## src/hw/rtl/mlfq_pkg.sv

```systemverilog
// Shared constants, types and helpers for the multilevel feedback scheduler.
`default_nettype none

package mlfq_pkg;

  localparam int unsigned MaxTasks  = 64;
  localparam int unsigned NumLevels = 10;

  localparam int unsigned TaskIdxW = (MaxTasks > 1) ? $clog2(MaxTasks) : 1;
  localparam int unsigned LvlW     = (NumLevels > 1) ? $clog2(NumLevels) : 1;

  // Port field widths
  localparam int unsigned TaskW    = 6;
  localparam int unsigned LevelW   = 4;
  localparam int unsigned SliceW   = 8;
  localparam int unsigned CfgIdxW  = 2;
  localparam int unsigned CfgDataW = 8;

  // Configuration register indexes
  localparam logic [CfgIdxW-1:0] CfgSchedEnable = 2'd0;
  localparam logic [CfgIdxW-1:0] CfgAdmitQueue  = 2'd1;
  localparam logic [CfgIdxW-1:0] CfgAdmitLevel  = 2'd2;
  localparam logic [CfgIdxW-1:0] CfgTimeSlice   = 2'd3;

  // Configuration reset values
  localparam logic              RstSchedEnable = 1'b1;
  localparam logic [LevelW-1:0] RstAdmitQueue  = 4'd0;
  localparam logic [LevelW-1:0] RstAdmitLevel  = 4'd1;
  localparam logic [SliceW-1:0] RstTimeSlice   = 8'd30;

  typedef logic [TaskIdxW-1:0] task_idx_t;
  typedef logic [LvlW-1:0]     lvl_t;

  // Update request for the queue descriptors
  typedef struct packed {
    logic      set_head;
    logic      set_tail;
    logic      set_ne;
    logic      clr_ne;
    lvl_t      q;
    task_idx_t head;
    task_idx_t tail;
  } qupd_t;

  // Saturate a level value to the last level
  function automatic lvl_t clamp_lvl(input logic [LevelW:0] v);
    lvl_t r;
    if (int'(v) >= int'(NumLevels)) begin
      r = lvl_t'(NumLevels - 1);
    end else begin
      r = lvl_t'(v);
    end
    return r;
  endfunction

endpackage

`default_nettype wire

```

## src/hw/rtl/mlfq_if.sv

```systemverilog
// Valid/ready channel interfaces for scheduler items and results.
`default_nettype none

interface mlfq_in_if;
  import mlfq_pkg::*;
  logic             valid;
  logic             ready;
  logic             mode;
  logic [TaskW-1:0] task_id;
  modport source (output valid, mode, task_id, input ready);
  modport sink   (input valid, mode, task_id, output ready);
endinterface

interface mlfq_out_if;
  import mlfq_pkg::*;
  logic              valid;
  logic              ready;
  logic [TaskW-1:0]  next_task;
  logic [LevelW-1:0] next_level;
  logic [SliceW-1:0] slice;
  logic              switched;
  modport source (output valid, next_task, next_level, slice, switched, input ready);
  modport sink   (input valid, next_task, next_level, slice, switched, output ready);
endinterface

`default_nettype wire

```

## src/hw/rtl/mlfq_ram.sv

```systemverilog
// Generic single-write, single-read RAM with registered read data.
`default_nettype none

module mlfq_ram #(
  parameter int unsigned Width = 8,
  parameter int unsigned Depth = 64
) (
  input  wire logic                                     clk_i,
  input  wire logic                                     we_i,
  input  wire logic [((Depth > 1) ? $clog2(Depth) : 1)-1:0] waddr_i,
  input  wire logic [Width-1:0]                         wdata_i,
  input  wire logic                                     re_i,
  input  wire logic [((Depth > 1) ? $clog2(Depth) : 1)-1:0] raddr_i,
  output logic      [Width-1:0]                         rdata_o
);

  logic [Width-1:0] mem_q [Depth];
  logic [Width-1:0] rdata_q;

  always_ff @(posedge clk_i) begin
    if (we_i) begin
      mem_q[waddr_i] <= wdata_i;
    end
    if (re_i) begin
      rdata_q <= mem_q[raddr_i];
    end
  end

  assign rdata_o = rdata_q;

endmodule

`default_nettype wire

```

## src/hw/rtl/mlfq_queues.sv

```systemverilog
// Per-level FIFO descriptors: head, tail, non-empty flags and lowest-level pick.
`default_nettype none

module mlfq_queues (
  input  wire logic                             clk_i,
  input  wire logic                             rst_ni,
  input  wire mlfq_pkg::lvl_t                   sel_q_i,
  input  wire mlfq_pkg::qupd_t                  upd_i,
  output mlfq_pkg::task_idx_t                   head_o,
  output mlfq_pkg::task_idx_t                   tail_o,
  output logic [mlfq_pkg::NumLevels-1:0]        ne_o,
  output mlfq_pkg::lvl_t                        lowest_o
);
  import mlfq_pkg::*;

  task_idx_t            head_q [NumLevels];
  task_idx_t            tail_q [NumLevels];
  logic [NumLevels-1:0] ne_q;
  lvl_t                 lowest;

  always_ff @(posedge clk_i or negedge rst_ni) begin
    if (!rst_ni) begin
      ne_q <= '0;
    end else begin
      if (upd_i.set_ne) begin
        ne_q[upd_i.q] <= 1'b1;
      end else if (upd_i.clr_ne) begin
        ne_q[upd_i.q] <= 1'b0;
      end
    end
  end

  always_ff @(posedge clk_i) begin
    if (upd_i.set_head) begin
      head_q[upd_i.q] <= upd_i.head;
    end
    if (upd_i.set_tail) begin
      tail_q[upd_i.q] <= upd_i.tail;
    end
  end

  // Priority pick: lowest non-empty level wins
  always_comb begin
    lowest = '0;
    for (int i = NumLevels - 1; i >= 0; i--) begin
      if (ne_q[i]) begin
        lowest = lvl_t'(i);
      end
    end
  end

  assign head_o   = head_q[sel_q_i];
  assign tail_o   = tail_q[sel_q_i];
  assign ne_o     = ne_q;
  assign lowest_o = lowest;

endmodule

`default_nettype wire

```

## src/hw/rtl/multilevel_feedback_scheduler.sv

```systemverilog
// Multilevel feedback queue scheduler: level/link tables in RAM, FIFO descriptors in flops.
//
// Usage:
//   in_i  : one transaction per item. mode 0 is a scheduling tick, mode 1 admits
//           task_id into the configured entry queue at the configured level.
//   out_o : exactly one transaction per item: running task, its level, slice
//           reload and a switched flag (slice is zero unless switched).
//   cfg   : write-only port, cfg_we_i with cfg_idx_i/cfg_wdata_i; write only
//           while no item is in flight.
// Timing: an enabled tick reads the level at acceptance, then does demote/push, pop and
//   head advance, loading its result in the last; an admit does the admit write, then
//   a finishing step; a disabled tick only that step. Each step is one read-modify-write
//   pass through the level and link RAMs (one read and one write port each). One item
//   is in flight at a time; the next is accepted the cycle after the result loads.
// Reset: asynchronous, active low. Configuration returns to its defaults, all
//   queues are empty, task 0 runs and every task level reads as zero.
// Stall: a result waits in the output register; a new item can still be
//   accepted and worked on, and it holds in its last step until the output
//   register frees up.
`default_nettype none

module multilevel_feedback_scheduler (
  input  wire logic                            clk_i,
  input  wire logic                            rst_ni,
  mlfq_in_if.sink                              in_i,
  mlfq_out_if.source                           out_o,
  input  wire logic                            cfg_we_i,
  input  wire logic [mlfq_pkg::CfgIdxW-1:0]    cfg_idx_i,
  input  wire logic [mlfq_pkg::CfgDataW-1:0]   cfg_wdata_i
);
  import mlfq_pkg::*;

  localparam logic [2:0] S_IDLE    = 3'd0;
  localparam logic [2:0] S_TK_PUSH = 3'd1;
  localparam logic [2:0] S_TK_POP  = 3'd2;
  localparam logic [2:0] S_TK_HEAD = 3'd3;
  localparam logic [2:0] S_ADMIT   = 3'd4;
  localparam logic [2:0] S_LV_DONE = 3'd5;

  // Configuration
  logic              en_q;
  logic [LevelW-1:0] aq_q;
  logic [LevelW-1:0] al_q;
  logic [SliceW-1:0] slice_q;

  // Control
  logic [2:0]    state_q, state_d;
  task_idx_t     running_q, running_d;
  task_idx_t     id_q, id_d;
  lvl_t          popq_q, popq_d;
  logic          last_q, last_d;
  logic          sw_q, sw_d;
  logic          fwd_q, fwd_d;
  lvl_t          fwd_lvl_q, fwd_lvl_d;
  logic [MaxTasks-1:0] tl_vld_q;

  // Output register
  logic              out_vld_q, out_vld_d;
  logic [TaskW-1:0]  out_task_q, out_task_d;
  logic [LevelW-1:0] out_lvl_q, out_lvl_d;
  logic [SliceW-1:0] out_slice_q, out_slice_d;
  logic              out_sw_q, out_sw_d;

  // RAM ports
  logic      tl_we, tl_re;
  task_idx_t tl_waddr, tl_raddr;
  lvl_t      tl_wdata, tl_rdata;
  logic      lk_we, lk_re;
  task_idx_t lk_waddr, lk_raddr;
  task_idx_t lk_wdata, lk_rdata;

  // Queue descriptors
  lvl_t                 sel_q;
  qupd_t                qupd;
  task_idx_t            q_head, q_tail;
  logic [NumLevels-1:0] q_ne;
  lvl_t                 q_lowest;

  logic      in_acc, finish_ok, id_ok;
  lvl_t      old_lvl, new_lvl, adm_lvl, adm_q, res_lvl;
  task_idx_t push_id;
  logic      push_en;

  mlfq_ram #(.Width(LvlW), .Depth(MaxTasks)) u_level_ram (
    .clk_i   (clk_i),
    .we_i    (tl_we),
    .waddr_i (tl_waddr),
    .wdata_i (tl_wdata),
    .re_i    (tl_re),
    .raddr_i (tl_raddr),
    .rdata_o (tl_rdata)
  );

  mlfq_ram #(.Width(TaskIdxW), .Depth(MaxTasks)) u_link_ram (
    .clk_i   (clk_i),
    .we_i    (lk_we),
    .waddr_i (lk_waddr),
    .wdata_i (lk_wdata),
    .re_i    (lk_re),
    .raddr_i (lk_raddr),
    .rdata_o (lk_rdata)
  );

  mlfq_queues u_queues (
    .clk_i    (clk_i),
    .rst_ni   (rst_ni),
    .sel_q_i  (sel_q),
    .upd_i    (qupd),
    .head_o   (q_head),
    .tail_o   (q_tail),
    .ne_o     (q_ne),
    .lowest_o (q_lowest)
  );

  assign in_i.ready = (state_q == S_IDLE);
  assign in_acc     = in_i.valid && (state_q == S_IDLE);
  assign finish_ok  = !out_vld_q || out_o.ready;
  assign id_ok      = (int'(in_i.task_id) < int'(MaxTasks));

  assign old_lvl = tl_vld_q[running_q] ? tl_rdata : '0;
  assign new_lvl = clamp_lvl((LevelW+1)'(old_lvl) + (LevelW+1)'(1));
  assign adm_lvl = clamp_lvl({1'b0, al_q});
  assign adm_q   = clamp_lvl({1'b0, aq_q});

  always_comb begin
    state_d    = state_q;
    running_d  = running_q;
    id_d       = id_q;
    popq_d     = popq_q;
    last_d     = last_q;
    sw_d       = sw_q;
    fwd_d      = fwd_q;
    fwd_lvl_d  = fwd_lvl_q;
    tl_we      = 1'b0;
    tl_waddr   = running_q;
    tl_wdata   = new_lvl;
    tl_re      = 1'b0;
    tl_raddr   = running_q;
    lk_re      = 1'b0;
    lk_raddr   = q_head;
    sel_q      = popq_q;
    push_en    = 1'b0;
    push_id    = running_q;
    qupd       = '0;
    res_lvl    = '0;
    out_vld_d  = out_vld_q && !out_o.ready;
    out_task_d = out_task_q;
    out_lvl_d  = out_lvl_q;
    out_slice_d = out_slice_q;
    out_sw_d   = out_sw_q;

    case (state_q)
      S_IDLE: begin
        if (in_acc) begin
          tl_re = 1'b1;
          id_d  = task_idx_t'(in_i.task_id);
          fwd_d = 1'b0;
          sw_d  = !in_i.mode && en_q;
          if (in_i.mode) begin
            state_d = id_ok ? S_ADMIT : S_LV_DONE;
          end else begin
            state_d = en_q ? S_TK_PUSH : S_LV_DONE;
          end
        end
      end
      S_TK_PUSH: begin
        // demote the running task and append it to its new level
        tl_we    = 1'b1;
        tl_waddr = running_q;
        tl_wdata = new_lvl;
        sel_q    = new_lvl;
        push_en  = 1'b1;
        push_id  = running_q;
        state_d  = S_TK_POP;
      end
      S_TK_POP: begin
        sel_q     = q_lowest;
        popq_d    = q_lowest;
        running_d = q_head;
        last_d    = (q_head == q_tail);
        lk_re     = 1'b1;
        lk_raddr  = q_head;
        tl_re     = 1'b1;
        tl_raddr  = q_head;
        if (q_head == q_tail) begin
          qupd.clr_ne = 1'b1;
          qupd.q      = q_lowest;
        end
        state_d = S_TK_HEAD;
      end
      S_TK_HEAD: begin
        if (finish_ok) begin
          if (!last_q) begin
            qupd.set_head = 1'b1;
            qupd.q        = popq_q;
            qupd.head     = lk_rdata;
          end
          res_lvl = tl_vld_q[running_q] ? tl_rdata : '0;
          out_vld_d   = 1'b1;
          out_task_d  = TaskW'(running_q);
          out_lvl_d   = LevelW'(res_lvl);
          out_slice_d = sw_q ? slice_q : '0;
          out_sw_d    = sw_q;
          state_d     = S_IDLE;
        end
      end
      S_ADMIT: begin
        tl_we     = 1'b1;
        tl_waddr  = id_q;
        tl_wdata  = adm_lvl;
        sel_q     = adm_q;
        push_en   = 1'b1;
        push_id   = id_q;
        // level of the running task; forward when it is the one being written
        tl_re     = 1'b1;
        tl_raddr  = running_q;
        fwd_d     = (id_q == running_q);
        fwd_lvl_d = adm_lvl;
        state_d   = S_LV_DONE;
      end
      S_LV_DONE: begin
        if (finish_ok) begin
          res_lvl = fwd_q ? fwd_lvl_q : (tl_vld_q[running_q] ? tl_rdata : '0);
          out_vld_d   = 1'b1;
          out_task_d  = TaskW'(running_q);
          out_lvl_d   = LevelW'(res_lvl);
          out_slice_d = sw_q ? slice_q : '0;
          out_sw_d    = sw_q;
          state_d     = S_IDLE;
        end
      end
      default: begin
        state_d = S_IDLE;
      end
    endcase

    // FIFO append at the selected level
    lk_we    = 1'b0;
    lk_waddr = q_tail;
    lk_wdata = push_id;
    if (push_en) begin
      qupd.q        = sel_q;
      qupd.set_tail = 1'b1;
      qupd.tail     = push_id;
      if (q_ne[sel_q]) begin
        lk_we = 1'b1;
      end else begin
        qupd.set_head = 1'b1;
        qupd.head     = push_id;
        qupd.set_ne   = 1'b1;
      end
    end
  end

  always_ff @(posedge clk_i or negedge rst_ni) begin
    if (!rst_ni) begin
      state_q   <= S_IDLE;
      running_q <= '0;
      tl_vld_q  <= '0;
      out_vld_q <= 1'b0;
      en_q      <= RstSchedEnable;
      aq_q      <= RstAdmitQueue;
      al_q      <= RstAdmitLevel;
      slice_q   <= RstTimeSlice;
    end else begin
      state_q   <= state_d;
      running_q <= running_d;
      out_vld_q <= out_vld_d;
      if (tl_we) begin
        tl_vld_q[tl_waddr] <= 1'b1;
      end
      if (cfg_we_i) begin
        case (cfg_idx_i)
          CfgSchedEnable: en_q    <= cfg_wdata_i[0];
          CfgAdmitQueue:  aq_q    <= cfg_wdata_i[LevelW-1:0];
          CfgAdmitLevel:  al_q    <= cfg_wdata_i[LevelW-1:0];
          CfgTimeSlice:   slice_q <= cfg_wdata_i[SliceW-1:0];
          default: ;
        endcase
      end
    end
  end

  always_ff @(posedge clk_i) begin
    id_q        <= id_d;
    popq_q      <= popq_d;
    last_q      <= last_d;
    sw_q        <= sw_d;
    fwd_q       <= fwd_d;
    fwd_lvl_q   <= fwd_lvl_d;
    out_task_q  <= out_task_d;
    out_lvl_q   <= out_lvl_d;
    out_slice_q <= out_slice_d;
    out_sw_q    <= out_sw_d;
  end

  assign out_o.valid      = out_vld_q;
  assign out_o.next_task  = out_task_q;
  assign out_o.next_level = out_lvl_q;
  assign out_o.slice      = out_slice_q;
  assign out_o.switched   = out_sw_q;

  // The pop step always finds a queue: the demoted task was just pushed
  a_pop_nonempty: assert property (@(posedge clk_i) disable iff (!rst_ni)
    (state_q == S_TK_POP) |-> (q_ne != '0))
    else $error("pop with all queues empty");

  // After the push step the target level holds at least the pushed task
  a_push_sets_ne: assert property (@(posedge clk_i) disable iff (!rst_ni)
    (state_q == S_TK_PUSH) |=> q_ne[$past(sel_q)])
    else $error("pushed level not marked non-empty");

  // A non-switching result carries no slice reload
  a_slice_zero: assert property (@(posedge clk_i) disable iff (!rst_ni)
    (out_vld_q && !out_sw_q) |-> (out_slice_q == '0))
    else $error("slice reported without a switch");

  // Results are only loaded from a finishing step
  a_load_src: assert property (@(posedge clk_i) disable iff (!rst_ni)
    $rose(out_vld_q) |-> ($past(state_q) == S_TK_HEAD || $past(state_q) == S_LV_DONE))
    else $error("result loaded outside a finishing step");

endmodule

`default_nettype wire
```

## src/flat_wrapper.sv

```systemverilog
// flat-port wrapper written by rule: the top's interface ports become plain ports
module multilevel_feedback_scheduler_flat import mlfq_pkg::*;
  (clk_i, rst_ni, cfg_we_i, cfg_idx_i, cfg_wdata_i, in_i_valid, in_i_mode, in_i_task_id, in_i_ready, out_o_valid, out_o_next_task, out_o_next_level, out_o_slice, out_o_switched, out_o_ready);
  mlfq_in_if in_i_i ();
  mlfq_out_if out_o_i ();
  input  wire logic clk_i;
  input  wire logic rst_ni;
  input  wire logic cfg_we_i;
  input  wire logic [mlfq_pkg::CfgIdxW-1:0] cfg_idx_i;
  input  wire logic [mlfq_pkg::CfgDataW-1:0] cfg_wdata_i;
  input wire logic [$bits(in_i_i.valid)-1:0] in_i_valid;
  input wire logic [$bits(in_i_i.mode)-1:0] in_i_mode;
  input wire logic [$bits(in_i_i.task_id)-1:0] in_i_task_id;
  output wire logic [$bits(in_i_i.ready)-1:0] in_i_ready;
  output wire logic [$bits(out_o_i.valid)-1:0] out_o_valid;
  output wire logic [$bits(out_o_i.next_task)-1:0] out_o_next_task;
  output wire logic [$bits(out_o_i.next_level)-1:0] out_o_next_level;
  output wire logic [$bits(out_o_i.slice)-1:0] out_o_slice;
  output wire logic [$bits(out_o_i.switched)-1:0] out_o_switched;
  input wire logic [$bits(out_o_i.ready)-1:0] out_o_ready;
  assign in_i_i.valid = in_i_valid;
  assign in_i_i.mode = in_i_mode;
  assign in_i_i.task_id = in_i_task_id;
  assign in_i_ready = in_i_i.ready;
  assign out_o_valid = out_o_i.valid;
  assign out_o_next_task = out_o_i.next_task;
  assign out_o_next_level = out_o_i.next_level;
  assign out_o_slice = out_o_i.slice;
  assign out_o_switched = out_o_i.switched;
  assign out_o_i.ready = out_o_ready;
  multilevel_feedback_scheduler u_core (.clk_i(clk_i), .rst_ni(rst_ni), .in_i(in_i_i), .out_o(out_o_i), .cfg_we_i(cfg_we_i), .cfg_idx_i(cfg_idx_i), .cfg_wdata_i(cfg_wdata_i));
endmodule
```

## config.mk

```make
export PLATFORM = sky130hd
export DESIGN_NAME = multilevel_feedback_scheduler_flat
export DESIGN_NICKNAME = d
export VERILOG_FILES = /design/src/hw/rtl/mlfq_pkg.sv /design/src/hw/rtl/mlfq_if.sv /design/src/hw/rtl/mlfq_ram.sv /design/src/hw/rtl/mlfq_queues.sv /design/src/hw/rtl/multilevel_feedback_scheduler.sv /design/src/flat_wrapper.sv
export SDC_FILE = /design/constraint.sdc
export NUM_CORES = 1
export LEC_CHECK = 0
export BUFFER_PORTS_ARGS = -buffer_cell sky130_fd_sc_hd__clkbuf_2
export CORE_MARGIN = 1
export CORE_UTILIZATION = 55
export DETAILED_ROUTE_END_ITERATION = 10
export PLACE_DENSITY = 0.71
export SYNTH_ARGS = -nofsm -noshare
export SYNTH_HDL_FRONTEND = slang
export SYNTH_SLANG_ARGS = --single-unit
```

## constraint.sdc

```tcl
create_clock -name clk_i -period 18.8 [get_ports clk_i]
set_input_delay 2.82 -clock clk_i [delete_from_list [all_inputs] [get_ports clk_i]]
set_output_delay 2.82 -clock clk_i [all_outputs]
set_load 0.02 [all_outputs]
```

* Word-level counts from Yosys, hierarchy flattened
Memory sizes are Yosys's and may differ from the RTL's. A register that Yosys moved wholly into a read port is not among the register bits.
Index checks and enable logic that the tools add are counted.
W data, S select, Z words.
** Word-level totals
- Bits in registers :: 137
- Bits in writable memories :: 760
- Input bits :: 22
- Memories :: 4
** Cells by class
- Add/subtract/negate cells :: 1
- Magnitude comparators :: 9
- Equal/unequal tests :: 14
- Multiplexer cells :: 69
- Bitwise operators :: 4
- Reductions and logical operators :: 26
** Memory list
- u_core.u_link_ram.mem_q :: depth 64, width 6, rd ports 1, clocked after memory_dff 1, write ports 1, line mlfq_ram.sv:17 : logic [Width-1:0] mem_q [Depth];
- u_core.u_level_ram.mem_q :: depth 64, width 4, rd ports 1, clocked after memory_dff 1, write ports 1, line mlfq_ram.sv:17
- u_core.u_queues.head_q :: depth 10, width 6, rd ports 1, clocked after memory_dff 0, write ports 1, line mlfq_queues.sv:16 : task_idx_t head_q [NumLevels];
- u_core.u_queues.tail_q :: depth 10, width 6, rd ports 1, clocked after memory_dff 0, write ports 1, line mlfq_queues.sv:17 : task_idx_t tail_q [NumLevels];
** Operators by type and width (count)
- $mux W4 :: 18
- $or A64 B64 Y64 :: 1
- $mux W10 :: 4
- $mux W1 :: 26
- $mux W6 :: 4
- $mux W16 :: 1
- $pmux W4 S2 :: 2
- $reduce_and A2 Y1 :: 8
- $mux W3 :: 5
- $pmux W3 S5 :: 1
- $lt A6 B7 Y1 const B :: 2
- $eq A6 B6 Y1 :: 2
- $pmux W4 S3 :: 1
- $and A10 B10 Y10 :: 1
- $lt A4 B5 Y1 const B :: 2
- $not A10 Y10 :: 1
- $or A10 B10 Y10 :: 1
- $ge A4 B4 Y1 const B :: 2
- $ne A2 B1 Y1 const B :: 4
- $bmux W1 S6 :: 1
- $demux W1 S6 :: 1
- $eq A3 B2 Y1 const B :: 2
- $eq A3 B3 Y1 const B :: 2
- $ge A6 B1 Y1 const B :: 1
- other kinds (18) :: 30

* Logic depth before layout (Yosys ltp)
An unclocked memory read counts as a cell.
- Depth in word-level cells :: 24
- Depth in mapped cells :: 32

* Hierarchy
A second synthesis with hierarchy kept.
** Second synthesis, totals
- Cells, all modules :: 2149
- Area, all modules :: 37561.0 µm²
** Modules (own cells, without submodules)
- mlfq_ram at u_core.u_link_ram :: instances 1, cells an instance 720, area each 15285.9 µm²
- mlfq_ram at u_core.u_level_ram :: instances 1, cells an instance 521, area each 10447.5 µm²
- multilevel_feedback_scheduler :: instances 1, cells an instance 580, area each 6461.2 µm²
- mlfq_queues :: instances 1, cells an instance 328, area each 5366.4 µm²

* Worst setup path before layout
OpenSTA, ideal clock, no wires.
- Path kind :: reg-to-reg
- From :: register u_core.running_q[1]
- To :: memory u_core.u_level_ram.mem_q[0][1] (netlist bit) (data pin)
- Arrival :: 5688 ps
- Slack :: 12410 ps
- Cell stages (with the launch flop) :: 19
- Path buffers :: 3
- Clock period less this slack :: 6390 ps
- Cell sequence :: dfrtp_1 -> buf_4 -> buf_4 -> nor2_1 -> a21oi_1 -> and3_1 -> a31oi_2 -> a21o_1 -> nand2_1 -> and2_1 -> ha_1 -> nor2b_1 -> and3_1 -> a21o_1 -> or2_1 -> and2_1 -> clkbuf_1 -> nand2_1 -> o21ai_0
** On the way
- Word-level cells in the longest chain between the ends :: 7
** RTL lines
- start, declared :: line multilevel_feedback_scheduler.sv:48 : task_idx_t running_q, running_d;
- start signal, assigned :: line multilevel_feedback_scheduler.sv:267 : running_q <= running_d;
- $bmux W1 S6 * :: line multilevel_feedback_scheduler.sv:120 : assign old_lvl = tl_vld_q[running_q] ? tl_rdata : '0;
- $mux W1 (implied by the code) * :: line multilevel_feedback_scheduler.sv:120
- $mux W4 * :: line multilevel_feedback_scheduler.sv:120
- $add A4 B1 Y5 * :: line multilevel_feedback_scheduler.sv:121 : assign new_lvl = clamp_lvl((LevelW+1)'(old_lvl) + (LevelW+1)'(1));
- $ge A5 B4 Y1 :: line mlfq_pkg.sv:48 : if (int'(v) >= int'(NumLevels)) begin
- $mux W4 * :: line mlfq_pkg.sv:48
- $mux W4 * :: line multilevel_feedback_scheduler.sv:152 : case (state_q)
- via u_core.tl_wdata[1] :: line multilevel_feedback_scheduler.sv:67 : lvl_t tl_wdata, tl_rdata;
- end, declared :: line mlfq_ram.sv:17
The timed path passes the listed nets; every way through them passes the cells marked *. The select of a mux whose other input is x is not followed.

* Worst setup path in the final report
- From :: register u_core.running_q[4]
- To :: register u_core.u_level_ram.rdata_q[3], in the netlist u_core.u_level_ram.rdata_o[3], read port of u_core.u_level_ram.mem_q (data pin)
** On the way
- Word-level cells in the longest chain between the ends :: 9
** RTL lines
- $bmux W1 S6 :: line multilevel_feedback_scheduler.sv:120
- $mux W1 (implied by the code) :: line multilevel_feedback_scheduler.sv:120
- $mux W4 :: line multilevel_feedback_scheduler.sv:120
- $add A4 B1 Y5 :: line multilevel_feedback_scheduler.sv:121
- $ge A5 B4 Y1 :: line mlfq_pkg.sv:48
- $mux W4 :: line mlfq_pkg.sv:48
- $pmux W4 S3 :: line multilevel_feedback_scheduler.sv:152
- $mem_v2 Z10 W6
- $mux W6 * :: line multilevel_feedback_scheduler.sv:152
- end, declared :: line mlfq_ram.sv:18 : logic [Width-1:0] rdata_q;
Mark *: on every way between the ends. The rest lies on a longest branch, timed or not. The select of a mux whose other input is x is not followed.
A chain may end at the register's enable or synchronous reset.

==> summary.md <==
| Metric | Value |
|---|---|
| Status | `finished clean` |
| H-tree levels | `3` |
| DRT iter0 DRCs | `2,922` |
| Hold Crit Class | `flop to flop` |
| CTS tree | `yes` |
| Initial antenna violation count | `2` |
| Fin crit period | `slightly above 9000 ps` |
| Clock buffer depth | `3` |
| DRC errors left | `0` |
| Crit-path leading delay family | `compound AO/OA/AOI/OAI gates` |
| Hold path start | `u_core.tl_vld_q[26]` |
| Routed length per instance | `between 20 and 30 um` |
| Highest routed layer | `met5` |
| # rows | `96` |
| Slew margin rel. | `0.03037` |
| Max cap viols | `0` |
| WL met1 | `40,750 um` |
| Largest family of logic cells by synthesized area | `simple AND/OR/NAND/NOR gates` |
| Post-Synth Simple-Gate Area | `0.1290` |
| Post-synth EDFFs | `806` |
| Fin Clk Skew | `between 40 and 50 ps` |
| R2R Setup Slk | `9590 ps` |
| Crit path capture type | `flop` |
| Routed wl met2 | `45,470 um` |
| Cell Area, Synth | `38,170 um^2` |
| Worst setup SP type | `flop` |
| # hold bufs at CTS | `0` |
| WP data required | `19,200 ps` |
| CP Depth | `28` |
| Synth top area share | `0.6340` |
| Synth Area in XOR/XNOR | `0.003409` |
| Post-CTS Setup Repair Bufs | `0` |
| Sequential fraction of the synthesis area | `0.7004` |
| Top cells by count, synth | `edfxtp_1, nand2_1, nor2_1, mux2i_1, nand3_1` |
| Met3 wire len | `between 7000 and 8000 um` |
| CTS sink cnt | `between 900 and 1,000` |
| Cells after Synth | `2,841` |
| Mux cell area share after synthesis | `0.05949` |
| RSZ-0062 raised after global routing | `no` |
| Post-synth ARST share | `0.1114` |
| Total GRT Usage | `0.2760` |
| WHS Path Cells | `1` |
| Final count of negative-setup-slack endpoints | `0` |
| WS Path Type | `flop to flop` |
| Path depth of the worst reg2reg path | `28` |
| Share of layout cells above drive strength 1 | `0.1337` |
| Chip Height | `265.5 um` |
| Largest area contributor in the netlist | `edfxtp_1` |
| Clk slew on worst S/H paths | `60 ps` |
| Nets@finish | `2,890` |
| WHS Endpoint | `u_core.tl_vld_q[26]` |
| Die width | `265.5 um` |
| Final Cycle Share | `0.4898` |
| Synth top area cells | `edfxtp_1, dfrtp_1, nand2_1` |
| Die area | `70,460 um^2` |
| Post-synth top flop | `edfxtp_1` |
| Hpwl dp | `approximately 60,000 um` |
| Starting Density | `0.5566` |
| Syn. warnings | `0` |
| Fin cells | `3,871` |
| Worst-path maximum fanout | `75` |
| First-pass GRT wire length | `145,300 um` |
| Slowest-stage cell, CP | `dfrtp_1` |
| Synth Net Count | `~2,900` |
| Post-Synth Adder-Cell Area | `0.0006555` |
| Final Max Tran Viols | `0` |
| Max Clock Freq | `108.6 MHz` |
| CTS buffer count | `93` |
| Worst r2r src | `u_core.running_q[4]` |
| Clock Latency Late Sink | `about 670 ps` |
| Yosys reg bits | `~900` |
| Clock root buffer master | `clkbuf_16` |
| Core footprint | `68,590 um^2` |
| Most frequent cell after synthesis | `edfxtp_1` |
| Drt pass-1 iters | `7` |
| I/O pin count | `43` |
| Final Hold Viols | `0` |
| Data arrival time of the worst path | `9600 ps` |
| Post-route setup TNS | `0 ps` |
| Synth Area in Compound Gates | `0.08434` |
| Total congestion overflow | `0` |
| I/O Buffers | `42` |
| Synth-to-layout area growth | `10.75%` |
| Syn Area/Cell | `about 13 um^2` |
| CP bufs+invs | `7` |
| Largest net degree at the start of global routing | `between 100 and 150` |
| Vias per cell | `6.245` |
| Actual slew at the worst max-slew pin | `1439 ps` |
| Post-synth cell types | `95` |
| Antenna Violating Nets Remaining | `0` |
| Vias in the first global route | `roughly 23,000` |
| Placer Congestion | `between 0.9 and 1` |
| Reg2reg end | `u_core.u_level_ram.rdata_o[3]` |
| Inst Count DP | `roughly 3,700` |
| DR vias | `24,176` |
| CP peak stage delay | `1100 ps` |
| Crit path top cell by count | `buf_4` |
| Post-Route WL | `97,170 um` |
| Post-cts sizing count | `0` |
-- worst max-delay path by stage --
stage / endpoint / start
after floorplan: u_core.u_level_ram.mem_q[0][1] / u_core.running_q[1]
final: u_core.u_level_ram.rdata_o[3] / u_core.running_q[4]
after global routing: u_core.u_level_ram.rdata_o[0] / u_core.running_q[4]
after global placement: u_core.u_level_ram.rdata_o[0] / u_core.running_q[4]
after detailed placement: u_core.u_level_ram.rdata_o[0] / u_core.running_q[4]
after CTS: u_core.u_level_ram.rdata_o[3] / u_core.running_q[4]
-- per-stage QoR --
step | hold WS (ps) | utilization | setup slack [ps] | area (um^2)
floorplan | 419.6 | - | 12410 | 38170
global placement | 452.4 | 0.5722 | 10030 | 39240
detailed placement | 456.0 | 0.5722 | 9772 | 39240
CTS | 469.5 | 0.6164 | 9712 | 42270
global route | 476.2 | 0.6164 | 9046 | 42270
finish | 470.5 | 0.6164 | 9592 | 42280
-- flip-flops by register name (all words and copies together), names as in the netlist, 8 cells and up, named ones only --
signal                    flops
u_core.out_o.slice            8
u_core.u_queues.head_q       60
u_core.tl_vld_q              64
u_core.u_level_ram.mem_q    256
u_core.slice_q                8
u_core.u_link_ram.mem_q     384
u_core.u_queues.tail_q       60
-- layer usage --
layer / GRT usage / vias to the layer above
met3: 0.04231 / 198
met1: 0.3929 / 12135
met4: 0.1034 / 2
li1: - / 10682
met2: 0.4327 / 1159
met5: 0 / -
-- placed cells by master, fill, tap and decap left out, types with 26 or more instances in the layout --
| cell | count |
|---|---|
| o211ai_1 | 31 |
| o21ai_0 | 34 |
| mux2_2 | 32 |
| a211oi_1 | 53 |
| nand2_1 | 535 |
| and3_1 | 26 |
| o21a_1 | 31 |
| a311oi_1 | 49 |
| edfxtp_1 | 806 |
| or2_2 | 69 |
| and2_1 | 34 |
| clkbuf_2 | 41 |
| clkbuf_16 | 95 |
| dfrtp_1 | 95 |
| a31oi_1 | 42 |
| mux2i_1 | 167 |
| buf_4 | 48 |
| a21oi_1 | 43 |
| nand3_1 | 132 |
| nor2_1 | 192 |
-- kinds of logic (layout without fill, tap and decap cells) --
kind of cell	Yosys count	after routing
mux	210	210
simple gates	1093	1093
fa+ha+maj	2	2
xor+xnor	14	14
buf+inv	187	285
flops	907	907
other cells	0	1
compound gates	428	428
-- area by class of cell --
class / count / area [um^2]
tap: 931 / 1165
sequential: 907 / 26740
fill: 5116 / 26310
timing repair buffer: 89 / 565.5
clock buffer: 116 / 2486
multi-input combinational: 1747 / 10660
inverter: 28 / 108.9
clock inverter: 52 / 545.5
antenna: 1 / 2.502
Power is left out: the tool's default activity adds up to more than one toggle a clock period on the data nets, which glitch-free logic cannot reach.
